File: src/rpe_pkg.sv
// rpe_pkg: shared types and constants of the run-length packet encoder.
// No dependencies; the core, queue, front, back and bench use it by scoped names.
package rpe_pkg;

  // Width of a packet count as carried between front and back.
  localparam int unsigned CNT_BITS = 6;
  // Bit 7 of a header marks a run packet.
  localparam logic [7:0] RUN_FLAG = 8'h80;
  // Entries of the command queue between front and back.
  localparam int unsigned CMD_DEPTH = 4;

  typedef struct packed {
    logic [7:0] in_byte;
    logic       end_of_stream;
  } in_item_t;

  typedef struct packed {
    logic [7:0] out_byte;
    logic       is_header;
    logic       last_of_item;
  } out_item_t;

  // One packet to emit: header, nbuf bytes from the literal buffer bank,
  // then an optional trailing byte (the run byte or the final literal).
  typedef struct packed {
    logic [7:0]          hdr;
    logic [CNT_BITS-1:0] nbuf;
    logic                tail;
    logic [7:0]          data;
    logic                bank;
    logic                lit;
    logic                last;
  } pkt_cmd_t;

endpackage

File: src/rpe_stream_if.sv
// rpe_stream_if: valid/ready channel with a typed payload.
// Depends on nothing; payload types come from rpe_pkg at instantiation.
interface rpe_stream_if #(
  parameter type payload_t = logic
);
  logic     valid;
  logic     ready;
  payload_t payload;

  modport source (output valid, output payload, input ready);
  modport sink   (input valid, input payload, output ready);
endinterface

File: src/rle_packet_encoder_core.sv
// rle_packet_encoder_core: run-length packet encoder, one byte in per transaction.
// An accepted byte's packet commands are registered in the command queue, and each
// packet byte in the back end's output register. One output byte per cycle while
// commands wait and the downstream is ready; a literal flush holds the input while
// the back end drains the literal buffer RAM through its read port.
// Reset: asynchronous, active low; clears all control state, the RAM is not cleared.
module rle_packet_encoder_core #(
  parameter int unsigned MAX_LEN = 32
) (
  input  logic         clk_i,
  input  logic         rst_ni,
  rpe_stream_if.sink   in_i,
  rpe_stream_if.source out_o
);
  localparam int unsigned IdxW     = $clog2(MAX_LEN);
  localparam int unsigned AddrW    = IdxW + 1;
  // two banks of literal storage so the next packet's first byte can be stored while the old waits
  localparam int unsigned RamDepth = 2 ** AddrW;

  // front -> queue
  logic              cmd_push;
  rpe_pkg::pkt_cmd_t cmd_in;
  logic              fifo_full;
  // queue -> back
  logic              cmd_valid;
  rpe_pkg::pkt_cmd_t cmd_head;
  logic              cmd_pop;
  logic              lit_done;
  // literal buffer
  logic              ram_we, ram_re;
  logic [AddrW-1:0]  ram_waddr, ram_raddr;
  logic [7:0]        ram_wdata, ram_rdata;
  // output
  logic               out_valid;
  rpe_pkg::out_item_t out_item;

  // Front: classifies each byte against the pending one, stores literals,
  // and queues at most two packet commands per transaction.
  rpe_front #(
    .MAX_LEN (MAX_LEN)
  ) u_front (
    .clk_i       (clk_i),
    .rst_ni      (rst_ni),
    .in_valid_i  (in_i.valid),
    .in_ready_o  (in_i.ready),
    .in_item_i   (in_i.payload),
    .push_o      (cmd_push),
    .push_cmd_o  (cmd_in),
    .fifo_full_i (fifo_full),
    .lit_done_i  (lit_done),
    .ram_we_o    (ram_we),
    .ram_waddr_o (ram_waddr),
    .ram_wdata_o (ram_wdata)
  );

  rpe_cmd_fifo u_fifo (
    .clk_i   (clk_i),
    .rst_ni  (rst_ni),
    .push_i  (cmd_push),
    .cmd_i   (cmd_in),
    .full_o  (fifo_full),
    .pop_i   (cmd_pop),
    .valid_o (cmd_valid),
    .cmd_o   (cmd_head)
  );

  rpe_ram #(
    .WIDTH (8),
    .DEPTH (RamDepth)
  ) u_lit_ram (
    .clk_i   (clk_i),
    .we_i    (ram_we),
    .waddr_i (ram_waddr),
    .wdata_i (ram_wdata),
    .re_i    (ram_re),
    .raddr_i (ram_raddr),
    .rdata_o (ram_rdata)
  );

  // Back: header, buffered literals, trailing byte; the output register holds each
  // byte for the downstream, whose ready still gates the queue pop directly.
  rpe_back #(
    .MAX_LEN (MAX_LEN)
  ) u_back (
    .clk_i       (clk_i),
    .rst_ni      (rst_ni),
    .cmd_valid_i (cmd_valid),
    .cmd_i       (cmd_head),
    .pop_o       (cmd_pop),
    .lit_done_o  (lit_done),
    .ram_re_o    (ram_re),
    .ram_raddr_o (ram_raddr),
    .ram_rdata_i (ram_rdata),
    .out_valid_o (out_valid),
    .out_ready_i (out_o.ready),
    .out_item_o  (out_item)
  );

  assign out_o.valid   = out_valid;
  assign out_o.payload = out_item;

`ifndef SYNTHESIS
  // literals are only written while no literal packet is being read out
  a_ram_no_overlap: assert property (@(posedge clk_i) disable iff (!rst_ni)
    !(ram_we && ram_re))
    else $error("literal RAM written while a literal packet is read");

  a_push_not_full: assert property (@(posedge clk_i) disable iff (!rst_ni)
    cmd_push |-> !fifo_full)
    else $error("packet command pushed into a full queue");

  a_hdr_len: assert property (@(posedge clk_i) disable iff (!rst_ni)
    out_o.valid && out_o.payload.is_header |->
      (out_o.payload.out_byte[6:0] < 7'(MAX_LEN)))
    else $error("packet header count beyond the packet limit");
`endif
endmodule

File: src/rpe_ram.sv
// rpe_ram: generic single-write, single-read RAM with registered read data.
// No dependencies.
module rpe_ram #(
  parameter int unsigned WIDTH = 8,
  parameter int unsigned DEPTH = 64
) (
  input  logic                     clk_i,
  input  logic                     we_i,
  input  logic [$clog2(DEPTH)-1:0] waddr_i,
  input  logic [WIDTH-1:0]         wdata_i,
  input  logic                     re_i,
  input  logic [$clog2(DEPTH)-1:0] raddr_i,
  output logic [WIDTH-1:0]         rdata_o
);
  logic [WIDTH-1:0] mem_q [DEPTH];
  logic [WIDTH-1:0] rdata_q;

  always_ff @(posedge clk_i) begin
    if (we_i) begin
      mem_q[waddr_i] <= wdata_i;
    end
    if (re_i) begin
      rdata_q <= mem_q[raddr_i];
    end
  end

  assign rdata_o = rdata_q;
endmodule

File: src/rpe_cmd_fifo.sv
// rpe_cmd_fifo: short queue of packet commands between front and back.
// Depends on rpe_pkg (pkt_cmd_t, CMD_DEPTH).
module rpe_cmd_fifo (
  input  logic              clk_i,
  input  logic              rst_ni,
  input  logic              push_i,
  input  rpe_pkg::pkt_cmd_t cmd_i,
  output logic              full_o,
  input  logic              pop_i,
  output logic              valid_o,
  output rpe_pkg::pkt_cmd_t cmd_o
);
  localparam int unsigned PtrW = $clog2(rpe_pkg::CMD_DEPTH);

  rpe_pkg::pkt_cmd_t mem_q [rpe_pkg::CMD_DEPTH];
  logic [PtrW-1:0]   wptr_q, wptr_d;
  logic [PtrW-1:0]   rptr_q, rptr_d;
  logic [PtrW:0]     count_q, count_d;
  logic              do_push, do_pop;

  assign full_o  = (count_q == (PtrW+1)'(rpe_pkg::CMD_DEPTH));
  assign valid_o = (count_q != '0);
  assign cmd_o   = mem_q[rptr_q];
  assign do_push = push_i && !full_o;
  assign do_pop  = pop_i && valid_o;

  always_comb begin
    wptr_d  = do_push ? wptr_q + PtrW'(1) : wptr_q;
    rptr_d  = do_pop ? rptr_q + PtrW'(1) : rptr_q;
    count_d = count_q + (PtrW+1)'(do_push) - (PtrW+1)'(do_pop);
  end

  always_ff @(posedge clk_i) begin
    if (do_push) begin
      mem_q[wptr_q] <= cmd_i;
    end
  end

  always_ff @(posedge clk_i or negedge rst_ni) begin
    if (!rst_ni) begin
      wptr_q  <= '0;
      rptr_q  <= '0;
      count_q <= '0;
    end else begin
      wptr_q  <= wptr_d;
      rptr_q  <= rptr_d;
      count_q <= count_d;
    end
  end
endmodule

File: src/rpe_front.sv
// rpe_front: accepts input bytes, tracks run/literal state, writes literals
// to the buffer RAM and queues packet commands. Depends on rpe_pkg.
module rpe_front #(
  parameter int unsigned MAX_LEN = 32
) (
  input  logic                       clk_i,
  input  logic                       rst_ni,
  input  logic                       in_valid_i,
  output logic                       in_ready_o,
  input  rpe_pkg::in_item_t          in_item_i,
  output logic                       push_o,
  output rpe_pkg::pkt_cmd_t          push_cmd_o,
  input  logic                       fifo_full_i,
  input  logic                       lit_done_i,
  output logic                       ram_we_o,
  output logic [$clog2(MAX_LEN):0]   ram_waddr_o,
  output logic [7:0]                 ram_wdata_o
);
  localparam int unsigned IdxW = $clog2(MAX_LEN);

  function automatic rpe_pkg::pkt_cmd_t run_cmd(input logic [IdxW-1:0] len_m1,
                                                input logic [7:0] value);
    rpe_pkg::pkt_cmd_t c;
    c      = '0;
    c.hdr  = rpe_pkg::RUN_FLAG | 8'(len_m1);
    c.tail = 1'b1;
    c.data = value;
    return c;
  endfunction

  function automatic rpe_pkg::pkt_cmd_t lit_cmd(input logic [IdxW-1:0] nbuf,
                                                input logic tail,
                                                input logic [7:0] value,
                                                input logic bank);
    rpe_pkg::pkt_cmd_t c;
    c      = '0;
    // header = total bytes - 1; a trailing byte adds one
    c.hdr  = tail ? 8'(nbuf) : 8'(nbuf) - 8'd1;
    c.nbuf = rpe_pkg::CNT_BITS'(nbuf);
    c.tail = tail;
    c.data = value;
    c.bank = bank;
    c.lit  = 1'b1;
    return c;
  endfunction

  logic [7:0]        pend_q, pend_d;
  logic              have_q, have_d;
  logic [IdxW-1:0]   cnt_q, cnt_d;
  logic              run_q, run_d;
  logic              bank_q, bank_d;
  logic [1:0]        lit_out_q, lit_out_d;
  logic              hold_valid_q, hold_valid_d;
  rpe_pkg::pkt_cmd_t hold_cmd_q, hold_cmd_d;

  logic              accept;
  logic              full_pkt;
  logic [7:0]        b;
  logic              last;
  logic              c1_v, c2_v;
  rpe_pkg::pkt_cmd_t c1, c2;
  logic [IdxW-1:0]   cnt_n;
  logic              run_n, bank_n;
  logic [1:0]        lit_inc;

  // Next item waits for the queue, for a pending second command, and for
  // every queued literal packet to drain (the back still reads the buffer).
  assign in_ready_o = !hold_valid_q && !fifo_full_i && (lit_out_q == 2'd0);
  assign accept     = in_valid_i && in_ready_o;
  assign b          = in_item_i.in_byte;
  assign last       = in_item_i.end_of_stream;
  assign full_pkt   = (32'(cnt_q) >= MAX_LEN - 1);

  always_comb begin
    c1_v        = 1'b0;
    c2_v        = 1'b0;
    c1          = '0;
    c2          = '0;
    cnt_n       = cnt_q;
    run_n       = run_q;
    bank_n      = bank_q;
    ram_we_o    = 1'b0;
    ram_waddr_o = {bank_q, cnt_q};
    ram_wdata_o = pend_q;

    if (have_q) begin
      if (full_pkt) begin
        c1_v = 1'b1;
        if (run_q) begin
          c1    = run_cmd(cnt_q, pend_q);
          run_n = 1'b0;
          cnt_n = '0;
        end else begin
          // full literal: pending byte opens the next packet in the other bank
          c1          = lit_cmd(cnt_q, 1'b0, 8'd0, bank_q);
          bank_n      = ~bank_q;
          ram_we_o    = accept;
          ram_waddr_o = {~bank_q, {IdxW{1'b0}}};
          cnt_n       = IdxW'(1);
        end
      end else if (b == pend_q) begin
        if (!run_q && (cnt_q != '0)) begin
          c1_v   = 1'b1;
          c1     = lit_cmd(cnt_q, 1'b0, 8'd0, bank_q);
          bank_n = ~bank_q;
          cnt_n  = IdxW'(1);
        end else begin
          cnt_n = cnt_q + IdxW'(1);
        end
        run_n = 1'b1;
      end else if (run_q) begin
        c1_v  = 1'b1;
        c1    = run_cmd(cnt_q, pend_q);
        run_n = 1'b0;
        cnt_n = '0;
      end else begin
        ram_we_o = accept;
        cnt_n    = cnt_q + IdxW'(1);
      end
    end

    // end of stream flushes the open packet, incoming byte last
    if (last) begin
      c2_v = 1'b1;
      c2   = run_n ? run_cmd(cnt_n, b) : lit_cmd(cnt_n, 1'b1, b, bank_n);
    end
    c1.last = !last;
    c2.last = 1'b1;
  end

  always_comb begin
    lit_inc      = 2'(c1_v && c1.lit) + 2'(c2_v && c2.lit);
    lit_out_d    = lit_out_q + (accept ? lit_inc : 2'd0) - 2'(lit_done_i);
    hold_valid_d = hold_valid_q;
    hold_cmd_d   = hold_cmd_q;
    push_o       = 1'b0;
    push_cmd_o   = c1_v ? c1 : c2;
    if (hold_valid_q) begin
      push_o     = !fifo_full_i;
      push_cmd_o = hold_cmd_q;
      if (!fifo_full_i) begin
        hold_valid_d = 1'b0;
      end
    end else if (accept) begin
      push_o       = c1_v || c2_v;
      hold_valid_d = c1_v && c2_v;
      hold_cmd_d   = c2;
    end

    pend_d = pend_q;
    have_d = have_q;
    cnt_d  = cnt_q;
    run_d  = run_q;
    bank_d = bank_q;
    if (accept) begin
      bank_d = bank_n;
      if (last) begin
        pend_d = '0;
        have_d = 1'b0;
        cnt_d  = '0;
        run_d  = 1'b0;
      end else begin
        pend_d = b;
        have_d = 1'b1;
        cnt_d  = cnt_n;
        run_d  = run_n;
      end
    end
  end

  always_ff @(posedge clk_i or negedge rst_ni) begin
    if (!rst_ni) begin
      pend_q       <= '0;
      have_q       <= 1'b0;
      cnt_q        <= '0;
      run_q        <= 1'b0;
      bank_q       <= 1'b0;
      lit_out_q    <= '0;
      hold_valid_q <= 1'b0;
    end else begin
      pend_q       <= pend_d;
      have_q       <= have_d;
      cnt_q        <= cnt_d;
      run_q        <= run_d;
      bank_q       <= bank_d;
      lit_out_q    <= lit_out_d;
      hold_valid_q <= hold_valid_d;
    end
  end

  always_ff @(posedge clk_i) begin
    hold_cmd_q <= hold_cmd_d;
  end
endmodule

File: src/rpe_back.sv
// rpe_back: executes packet commands, one output byte per cycle while a command waits and the output
// register can advance, reading literals from the buffer RAM. Depends on rpe_pkg.
module rpe_back #(
  parameter int unsigned MAX_LEN = 32
) (
  input  logic                     clk_i,
  input  logic                     rst_ni,
  input  logic                     cmd_valid_i,
  input  rpe_pkg::pkt_cmd_t        cmd_i,
  output logic                     pop_o,
  output logic                     lit_done_o,
  output logic                     ram_re_o,
  output logic [$clog2(MAX_LEN):0] ram_raddr_o,
  input  logic [7:0]               ram_rdata_i,
  output logic                     out_valid_o,
  input  logic                     out_ready_i,
  output rpe_pkg::out_item_t       out_item_o
);
  localparam int unsigned IdxW = $clog2(MAX_LEN);

  typedef enum logic [2:0] {
    BK_HDR  = 3'b001,
    BK_BUF  = 3'b010,
    BK_TAIL = 3'b100
  } back_state_e;

  back_state_e        state_q, state_d;
  logic [IdxW-1:0]    idx_q, idx_d;
  logic               out_valid_q, out_valid_d;
  rpe_pkg::out_item_t out_item_q;
  rpe_pkg::out_item_t item;
  logic               can_push, push;

  assign can_push = !out_valid_q || out_ready_i;

  always_comb begin
    state_d     = state_q;
    idx_d       = idx_q;
    push        = 1'b0;
    pop_o       = 1'b0;
    item        = '0;
    ram_re_o    = 1'b0;
    ram_raddr_o = {cmd_i.bank, idx_q};
    case (state_q)
      BK_HDR: begin
        if (cmd_valid_i && can_push) begin
          push           = 1'b1;
          item.out_byte  = cmd_i.hdr;
          item.is_header = 1'b1;
          if (cmd_i.nbuf != '0) begin
            ram_re_o    = 1'b1;
            ram_raddr_o = {cmd_i.bank, {IdxW{1'b0}}};
            idx_d       = IdxW'(1);
            state_d     = BK_BUF;
          end else if (cmd_i.tail) begin
            state_d = BK_TAIL;
          end else begin
            pop_o             = 1'b1;
            item.last_of_item = cmd_i.last;
          end
        end
      end
      BK_BUF: begin
        if (can_push) begin
          push          = 1'b1;
          item.out_byte = ram_rdata_i;
          if (rpe_pkg::CNT_BITS'(idx_q) != cmd_i.nbuf) begin
            // prefetch the next literal; read data is ready next cycle
            ram_re_o = 1'b1;
            idx_d    = idx_q + IdxW'(1);
          end else if (cmd_i.tail) begin
            state_d = BK_TAIL;
          end else begin
            pop_o             = 1'b1;
            item.last_of_item = cmd_i.last;
            state_d           = BK_HDR;
          end
        end
      end
      BK_TAIL: begin
        if (can_push) begin
          push              = 1'b1;
          item.out_byte     = cmd_i.data;
          item.last_of_item = cmd_i.last;
          pop_o             = 1'b1;
          state_d           = BK_HDR;
        end
      end
      default: begin
        state_d = BK_HDR;
      end
    endcase
    out_valid_d = push || (out_valid_q && !out_ready_i);
  end

  assign lit_done_o  = pop_o && cmd_i.lit;
  assign out_valid_o = out_valid_q;
  assign out_item_o  = out_item_q;

  always_ff @(posedge clk_i or negedge rst_ni) begin
    if (!rst_ni) begin
      state_q     <= BK_HDR;
      idx_q       <= '0;
      out_valid_q <= 1'b0;
    end else begin
      state_q     <= state_d;
      idx_q       <= idx_d;
      out_valid_q <= out_valid_d;
    end
  end

  always_ff @(posedge clk_i) begin
    if (push) begin
      out_item_q <= item;
    end
  end
endmodule

File: src/flat_wrapper.sv
// flat-port wrapper written by rule: the top's interface ports become plain ports
module rle_packet_encoder_core_flat 
#(
  parameter int unsigned MAX_LEN = 32
)
  (clk_i, rst_ni, in_i_valid, in_i_payload, in_i_ready, out_o_valid, out_o_payload, out_o_ready);
  rpe_stream_if #(.payload_t(rpe_pkg::in_item_t)) in_i_i ();
  rpe_stream_if #(.payload_t(rpe_pkg::out_item_t)) out_o_i ();
  input  logic clk_i;
  input  logic rst_ni;
  input wire logic [$bits(in_i_i.valid)-1:0] in_i_valid;
  input wire logic [$bits(in_i_i.payload)-1:0] in_i_payload;
  output wire logic [$bits(in_i_i.ready)-1:0] in_i_ready;
  output wire logic [$bits(out_o_i.valid)-1:0] out_o_valid;
  output wire logic [$bits(out_o_i.payload)-1:0] out_o_payload;
  input wire logic [$bits(out_o_i.ready)-1:0] out_o_ready;
  assign in_i_i.valid = in_i_valid;
  assign in_i_i.payload = in_i_payload;
  assign in_i_ready = in_i_i.ready;
  assign out_o_valid = out_o_i.valid;
  assign out_o_payload = out_o_i.payload;
  assign out_o_i.ready = out_o_ready;
  rle_packet_encoder_core #(.MAX_LEN(MAX_LEN)) u_core (.clk_i(clk_i), .rst_ni(rst_ni), .in_i(in_i_i), .out_o(out_o_i));
endmodule
File: config.mk
export PLATFORM = sky130hd
export DESIGN_NAME = rle_packet_encoder_core_flat
export DESIGN_NICKNAME = d
export VERILOG_FILES = /design/src/rpe_pkg.sv /design/src/rpe_stream_if.sv /design/src/rle_packet_encoder_core.sv /design/src/rpe_ram.sv /design/src/rpe_cmd_fifo.sv /design/src/rpe_front.sv /design/src/rpe_back.sv /design/src/flat_wrapper.sv
export SDC_FILE = /design/constraint.sdc
export NUM_CORES = 1
export LEC_CHECK = 0
export ABC_CLOCK_PERIOD_IN_PS = 4900
export BUFFER_PORTS_ARGS = -buffer_cell sky130_fd_sc_hd__buf_2
export CORE_UTILIZATION = 60
export CTS_CLUSTER_DIAMETER = 150
export CTS_CLUSTER_SIZE = 28
export DETAILED_ROUTE_END_ITERATION = 8
export PLACE_DENSITY = 0.76
export SKIP_CTS_REPAIR_TIMING = 1
export SLEW_MARGIN = 30
export SYNTH_ARGS = -nofsm -noshare
export SYNTH_HDL_FRONTEND = slang
export SYNTH_SLANG_ARGS = --single-unit
export TNS_END_PERCENT = 50
File: constraint.sdc
create_clock -name clk_i -period 4.9 [get_ports clk_i]
set_clock_uncertainty 0.05 [all_clocks]
set_input_delay 0.245 -clock clk_i [delete_from_list [all_inputs] [get_ports clk_i]]
set_output_delay 0.245 -clock clk_i [all_outputs]
set_load 0.02 [all_outputs]
=== After elaboration in Yosys (flattened, before gate mapping) ===
Memories as Yosys holds them, arrays and structs flattened. A register that Yosys moved wholly into a read port is not among the register bits.
Cells that the tools add are included.
Widths: inputs -> output; s select.

* Input bits: 13
* Memories: 2
* Logic and storage cells: 171
* Output and inout bits: 12
* Register bits after elaboration: 70
* ROM bits: 0
* Bits in writable memories: 616
* Latch bits: 0

* Muxes and demuxes: 91
* Reductions and logical operators: 30
* Multiply operators: 0
* Div/mod/pow operators: 0
* Order comparisons: 1
* $add $sub $neg: 10
* Bitwise gates (word level): 2
* Shifts and indexed selects: 0
* Eq/ne operators: 13

{| class="wikitable"
|+ Memory list
! memory !! depth !! bits a word !! read ports !! clocked after memory_dff !! wr ports !! line !! text
|-
| u_core.u_lit_ram.mem_q || 64 || 8 || 1 || 1 || 1 || rpe_ram.sv:15 || <nowiki>logic [WIDTH-1:0] mem_q [DEPTH];</nowiki>
|-
| u_core.u_fifo.mem_q || 4 || 26 || 1 || 0 || 1 || rpe_cmd_fifo.sv:15 || <nowiki>rpe_pkg::pkt_cmd_t mem_q [rpe_pkg::CMD_DEPTH];</nowiki>
|}

{| class="wikitable"
|+ Operators with widths
! cell !! count
|-
| $mux 26 || 10
|-
| $mux 5 || 13
|-
| $mux 1 || 46
|-
| $mux 8 || 3
|-
| $pmux 8 s3 || 1
|-
| $mux 3 || 7
|-
| $mux 6 || 3
|-
| $logic_and 1x1->1 || 12
|-
| $ne 2x2->1 const B || 6
|-
| $add 5x1->5 const B || 2
|-
| $mux 10 || 1
|-
| $pmux 5 s2 || 1
|-
| $reduce_and 5->1 || 2
|-
| $pmux 3 s3 || 1
|-
| $eq 8x8->1 || 1
|-
| $eq 3x3->1 const B || 2
|-
| $logic_not 1->1 || 6
|-
| $ne 5x6->1 || 1
|-
| $pmux 1 s3 || 2
|-
| $reduce_bool 6->1 || 1
|-
| $sub 5x1->6 const B || 1
|-
| $ge 5x5->1 const B || 1
|-
| $reduce_bool 5->1 || 1
|-
| $add 2x1->2 const B || 2
|-
| 17 further kinds || 21
|}

=== Depth between registers and ports, before layout ===
* Depth after elaboration: 13
* Gate-level depth with buffers: 17
* Gate-level depth less buffers: 15

=== Cells and area by module ===
From an unflattened synthesis, not the netlist that was laid out.

* Cell total of the unflattened synthesis: 1549
* Area, all modules: 28509.8 µm²

{| class="wikitable"
|+ Modules (own cells, without submodules)
! module !! sequential area each (µm²) !! cells each !! area each (µm²) !! times used
|-
| rpe_ram || 15615.0 || 940 || 20246.9 || 1
|-
| rpe_cmd_fifo || 3298.2 || 176 || 4266.6 || 1
|-
| rpe_front || 1136.1 || 322 || 2819.0 || 1
|-
| rpe_back || 526.8 || 111 || 1177.4 || 1
|}

=== Worst setup path before layout ===
Ideal clock, no wire load.

* Kind: flip-flop to flip-flop
* Start: register u_core.u_front.pend_q[6], in the netlist u_core.u_front.ram_wdata_o[6]
* End: memory u_core.u_fifo.mem_q[0][0] in the netlist's numbering (enable)
* Period minus slack after synthesis: 4.222 ns
* Slack: 0.678 ns
* Library setup time: 0.405 ns
* Required time: 4.445 ns
* Cell stages (with the launch flop): 8
* Path buffers: 1
* Data arrival time: 3.767 ns
* Cells stage by stage: dfrtp_1 > xnor2_1 > nand4_1 > nor3_1 > o31a_1 > clkbuf_1 > o311ai_2 > nor2_1

* Word-level cells in the longest chain between the ends: 10

{| class="wikitable"
|+ Ends and longest elaborated chain
! what !! line !! text
|-
| start, declared || rpe_front.sv:47 || <nowiki>logic [7:0] pend_q, pend_d;</nowiki>
|-
| start signal, assigned || rpe_front.sv:181 || <nowiki>pend_q <= pend_d;</nowiki>
|-
| $eq 8x8->1 || rpe_front.sv:101 || <nowiki>end else if (b == pend_q) begin</nowiki>
|-
| $mux 1 || rpe_front.sv:101 ||
|-
| $mux 1 || rpe_front.sv:87 || <nowiki>if (full_pkt) begin</nowiki>
|-
| $mux 1 || rpe_front.sv:86 || <nowiki>if (have_q) begin</nowiki>
|-
| $logic_or 1x1->1 || rpe_front.sv:145 || <nowiki>push_o = c1_v || c2_v;</nowiki>
|-
| $mux 1 || rpe_front.sv:144 || <nowiki>end else if (accept) begin</nowiki>
|-
| $mux 1 || rpe_front.sv:138 || <nowiki>if (hold_valid_q) begin</nowiki>
|-
| $logic_and 1x1->1 || rpe_cmd_fifo.sv:24 || <nowiki>assign do_push = push_i && !full_o;</nowiki>
|-
| $mux 1 || rpe_cmd_fifo.sv:34 || <nowiki>if (do_push) begin</nowiki>
|-
| $mux 1 (implied by the code) || rpe_cmd_fifo.sv:35 || <nowiki>mem_q[wptr_q] <= cmd_i;</nowiki>
|-
| end, declared || rpe_cmd_fifo.sv:15 ||
|}

Every way passes these cells.

=== Worst setup path after layout ===
* Start: register u_core.u_front.cnt_q[0]
* End: register u_core.u_fifo.count_q[2]

* Word-level cells in the longest chain between the ends: 12
* Elaborated cells on any way between the ends: 13
* Classes of those cells: add/sub: 2; order compare: 1; mux: 6; reduce/logical: 4

{| class="wikitable"
|+ Ends and longest elaborated chain
! what !! line !! text
|-
| start, declared || rpe_front.sv:49 || <nowiki>logic [IdxW-1:0] cnt_q, cnt_d;</nowiki>
|-
| start signal, assigned || rpe_front.sv:183 || <nowiki>cnt_q <= cnt_d;</nowiki>
|-
| $reduce_bool 5->1 || rpe_front.sv:102 || <nowiki>if (!run_q && (cnt_q != '0)) begin</nowiki>
|-
| $logic_and 1x1->1 || rpe_front.sv:102 ||
|-
| $mux 1 || rpe_front.sv:102 ||
|-
| $mux 1 || rpe_front.sv:101 ||
|-
| $mux 1 (*) || rpe_front.sv:87 ||
|-
| $mux 1 (*) || rpe_front.sv:86 ||
|-
| $logic_or 1x1->1 (*) || rpe_front.sv:145 ||
|-
| $mux 1 (*) || rpe_front.sv:144 ||
|-
| $mux 1 (*) || rpe_front.sv:138 ||
|-
| $logic_and 1x1->1 (*) || rpe_cmd_fifo.sv:24 ||
|-
| $add 3x1->3 (*) || rpe_cmd_fifo.sv:30 || <nowiki>count_d = count_q + (PtrW+1)'(do_push) - (PtrW+1)'(do_pop);</nowiki>
|-
| $sub 3x1->3 (*) || rpe_cmd_fifo.sv:30 ||
|-
| net u_core.u_fifo.count_d[2] || rpe_cmd_fifo.sv:18 || <nowiki>logic [PtrW:0] count_q, count_d;</nowiki>
|-
| end signal, assigned || rpe_cmd_fifo.sv:47 || <nowiki>count_q <= count_d;</nowiki>
|-
| end, declared || rpe_cmd_fifo.sv:18 ||
|}

The timed path passes the listed nets; every way through them passes the cells marked *.
A chain may end at the register's enable or synchronous reset.

==> run_results.csv <==
group,metric,value,unit
setup_path,critical_path_data_required_time,5.39,ns
grt,globalRouteTotalUtil,26.6,%
sta,setup_violations,0,
pwr,power_leakage,9.69,nW
floorplan,ios,25,
cts,cts_sinks,683,
placed_design,dp_cells,2273,
pwr,design_power_total,14.4,mW
setup_path,cp_data_arrival_time,4.60,ns
logic_synthesis,synth.most_common_cell,"sky130_fd_sc_hd__edfxtp_1",
cts,tritoncts,"done",
logic_synthesis,synth-edff-count,648,
routing,drcViolationCount,0,
cells_and_area,synthToLayoutAreaGrowth,6.55,%
sta,finalMaxSlewViolations,0,
floorplan,die_x,219,microns
logic_synthesis,synth-seq-cells,683,
cells_and_area,multiInputGateArea,7480,sq um
cts,clk_latency,0.61,ns
logic_synthesis,netlist_instances,1683,
grt,grt_max_degree,74,
floorplan,rows,79,
grt,global_route.overflow_total,0,
cts,cts-root-buf,"sky130_fd_sc_hd__clkbuf_16",
logic_synthesis,dominantRegCellSynth,"sky130_fd_sc_hd__edfxtp_1",
sta,fmax,243,MHz
cells_and_area,num_antenna_cells,0,
routing,route.detailed.vias_per_inst,6.60,
logic_synthesis,synth.largest_area_cell,"sky130_fd_sc_hd__edfxtp_1",
grt,antenna_found_initial,2,
cells_and_area,fill_cells,3083,
routing,routed_wl,62.3,mm
cells_and_area,fraction_of_layout_instances_using_a_drive_strength_above_1,15.2,%
grt,vias_in_the_first_global_route,15000,
placed_design,placedInstanceArea,29200,sq um
run_status,run_status,"finished, final reports clean",
cells_and_area,num-nets-final,1738,
cells_and_area,postLayoutCellArea,30100,sq um
setup_path,critical_path.max_fanout,18,
pwr,power-per-cell-area,480,nW/um^2
placed_design,preCtsSetupSlack,0.840,ns
logic_synthesis,yosysWarnings,0,
routing,detail_route.iter0.violations,1864,
placed_design,place_hpwl,38.3,mm
sta,max-slew-margin-rel,21.1,%
sta,timing.final.crit_period,4.12,ns
sta,hold_violations,0,
sta,min_period_over_period,84.0,%
routing,vias,15400,
logic_synthesis,syn_area,28300,sq um
setup_path,criticalPathCategory,"reg -> reg",
cells_and_area,seqCellArea,20400,sq um
routing,final_antenna_net_count,0,
floorplan,initial_utilization,60.7,%
pwr,worst_ir_drop_vdd,0.000689,V
cts,htreeDepth,1,
job,drv_cap,0,
logic_synthesis,synth_area_per_cell,16.8,sq um
routing,wirelength_per_cell,26.7,microns
cells_and_area,post_layout_cell_count,2334,
logic_synthesis,synth.lib_cells_used.distinct,78,
grt,grt_pass1_wl,94.2,mm
floorplan,die-height,219,microns
setup_path,cp-end-kind,"flip-flop",
logic_synthesis,yosys-top-cells-count,"648 x sky130_fd_sc_hd__edfxtp_1, 126 x sky130_fd_sc_hd__nor2_1, 125 x sky130_fd_sc_hd__nand2_1, 119 x sky130_fd_sc_hd__mux4_2, 72 x sky130_fd_sc_hd__clkbuf_1",
cts,clk_transition_reported_paths,0.11,ns
sta,fin_tns_setup,0,ns
cts,cts.path.max_buffers,3,
logic_synthesis,ys_async_sr_fraction,5.12,%
worst_hold_path,min-delay-path-class,"in -> reg",
logic_synthesis,synth-seq-area-share,71.9,%
logic_synthesis,netlist_top_cells_area,"sky130_fd_sc_hd__edfxtp_1 69%, sky130_fd_sc_hd__mux4_2 9.5%, sky130_fd_sc_hd__dfrtp_1 3.0%, sky130_fd_sc_hd__mux2i_1 1.7%, sky130_fd_sc_hd__nor2_1 1.7%",
placed_design,gp_routability_congestion,0.889,
floorplan,dieArea,48000,sq um
setup_path,setup.worst_path.start_class,"flip-flop",
cts,numCtsBuffers,28,
routing,dr.pass1.iters,5,
sta,rsz0062_at_grt,"no",
placed_design,port_buffers,24,
sta,setup_slack,0.784,ns
sta,worst_pin_slew,1.15,ns
floorplan,core_area,46600,sq um
logic_synthesis,synth_largest_type_area_fraction,68.8,%
## routing by layer
layer,track usage [%],up-vias,share of wire [%]
met3,3.42,117,8.0
met2,43.6,748,49
met4,7.89,4,3.0
met5,0,-,0.050
li1,-,6681,-
met1,37.9,7866,40
## registers in the layout (all words and copies together) (netlist names)
name                         flops
u_core.u_front.ram_wdata_o       8
u_core.u_front.bank_q            1
u_core.u_back.out_item_o        10
u_core.u_front.hold_cmd_q       22
u_core.u_front.cnt_q             5
u_core.u_lit_ram.rdata_o         8
u_core.u_fifo.rptr_q             2
u_core.u_front.lit_out_q         2
u_core.u_fifo.mem_q             96
u_core.u_back.state_q            3
u_core.u_back.idx_q              5
u_core.u_front.have_q            1
u_core.u_fifo.wptr_q             2
u_core.u_front.hold_valid_q      1
u_core.u_fifo.count_q            3
u_core.u_lit_ram.mem_q         512
u_core.u_front.run_q             1
u_core.u_back.out_valid_o        1
## final cells by class
type,instances,share of cell area [%]
Clock buffer,51,2.68
Sequential cell,683,67.6
Tap cell,607,2.52
Multi-Input combinational cell,883,24.8
Clock inverter,1,0.0665
Timing Repair Buffer,80,1.96
Inverter,29,0.361
## path summary, 6_finish.rpt
path / start / end / slack [ns] / cells after the start
min in group asynchronous: rst_ni / u_core.u_front.bank_q / 0.10 / 2
hold / removal: out_o_ready / u_core.u_back.state_q[2] / 0.05 / 5
hold reg to reg: u_core.u_fifo.count_q[2] / u_core.u_fifo.count_q[2] / 0.48 / 1
setup / recovery: u_core.u_front.cnt_q[0] / u_core.u_fifo.count_q[2] / 0.78 / 13
setup reg to reg: u_core.u_front.cnt_q[0] / u_core.u_fifo.count_q[2] / 0.78 / 13
max in group asynchronous: rst_ni / u_core.u_back.idx_q[1] / 4.30 / 2
## placed cells by master (no fill, tap or decap), types with 10 or more instances in the layout
master | netlist | final
sky130_fd_sc_hd__a32oi_1 | 14 | 14
sky130_fd_sc_hd__nand2_1 | 125 | 125
sky130_fd_sc_hd__nor3_1 | 17 | 17
sky130_fd_sc_hd__ha_1 | 19 | 19
sky130_fd_sc_hd__and2_1 | 22 | 22
sky130_fd_sc_hd__a22oi_1 | 17 | 17
sky130_fd_sc_hd__a2111oi_0 | 18 | 16
sky130_fd_sc_hd__conb_1 | 1 | 16
sky130_fd_sc_hd__a31oi_1 | 14 | 14
sky130_fd_sc_hd__buf_2 | 14 | 23
sky130_fd_sc_hd__dfrtp_1 | 34 | 22
sky130_fd_sc_hd__mux2i_1 | 48 | 48
sky130_fd_sc_hd__inv_1 | 29 | 29
sky130_fd_sc_hd__mux2_2 | 12 | 12
sky130_fd_sc_hd__xnor2_1 | 20 | 20
sky130_fd_sc_hd__nand2b_1 | 17 | 17
sky130_fd_sc_hd__edfxtp_1 | 648 | 648
sky130_fd_sc_hd__nand4_1 | 14 | 14
sky130_fd_sc_hd__nor2_1 | 126 | 122
sky130_fd_sc_hd__nand3_1 | 10 | 10
sky130_fd_sc_hd__clkbuf_16 | 0 | 29
sky130_fd_sc_hd__buf_4 | 1 | 46
sky130_fd_sc_hd__clkbuf_1 | 72 | 22
sky130_fd_sc_hd__and4_1 | 10 | 10
sky130_fd_sc_hd__o211ai_1 | 13 | 13
sky130_fd_sc_hd__mux4_2 | 119 | 119
sky130_fd_sc_hd__o21ai_0 | 44 | 43
sky130_fd_sc_hd__a21oi_1 | 47 | 47
## through the flow
stage	util, %	hold slack [ns]
global route	64.7	0.0729
finish	64.7	0.0527
global placement	62.7	0.373
detailed placement	62.7	0.390
CTS	64.5	-0.267
floorplan	-	-0.101
## worst max-delay path: stages, from the launching register on
cell and delay, ns:
sky130_fd_sc_hd__dfrtp_1 0.55, sky130_fd_sc_hd__ha_1 0.29, sky130_fd_sc_hd__and3_1 0.18, sky130_fd_sc_hd__ha_1 0.22, sky130_fd_sc_hd__a31o_2 0.36, sky130_fd_sc_hd__o31a_1 0.42
sky130_fd_sc_hd__o311ai_2 0.61, sky130_fd_sc_hd__ha_1 0.35, sky130_fd_sc_hd__inv_1 0.06, sky130_fd_sc_hd__ha_1 0.13, sky130_fd_sc_hd__inv_1 0.05, sky130_fd_sc_hd__fa_1 0.41
sky130_fd_sc_hd__xnor2_1 0.21, sky130_fd_sc_hd__xnor2_1 0.14
## where the power goes
part,switching [mW],internal [mW]
Combinational,2.48,1.41
Sequential,0.409,7.32
Clock,1.69,1.14
Total,4.58,9.87
## cells by family (layout without fill, tap and decap cells)
logic type,after synthesis,count (layout),share of synthesized area [%]
simple gates,389,389,6.51
flops,683,683,71.9
other cells,1,16,0.0133
compound gates,257,257,6.36
fa+ha+maj,20,20,0.912
xor+xnor,21,21,0.651
mux,180,180,11.7
buf+inv,132,161,1.88
No activity file was read; power rests on OpenSTA's default activity.
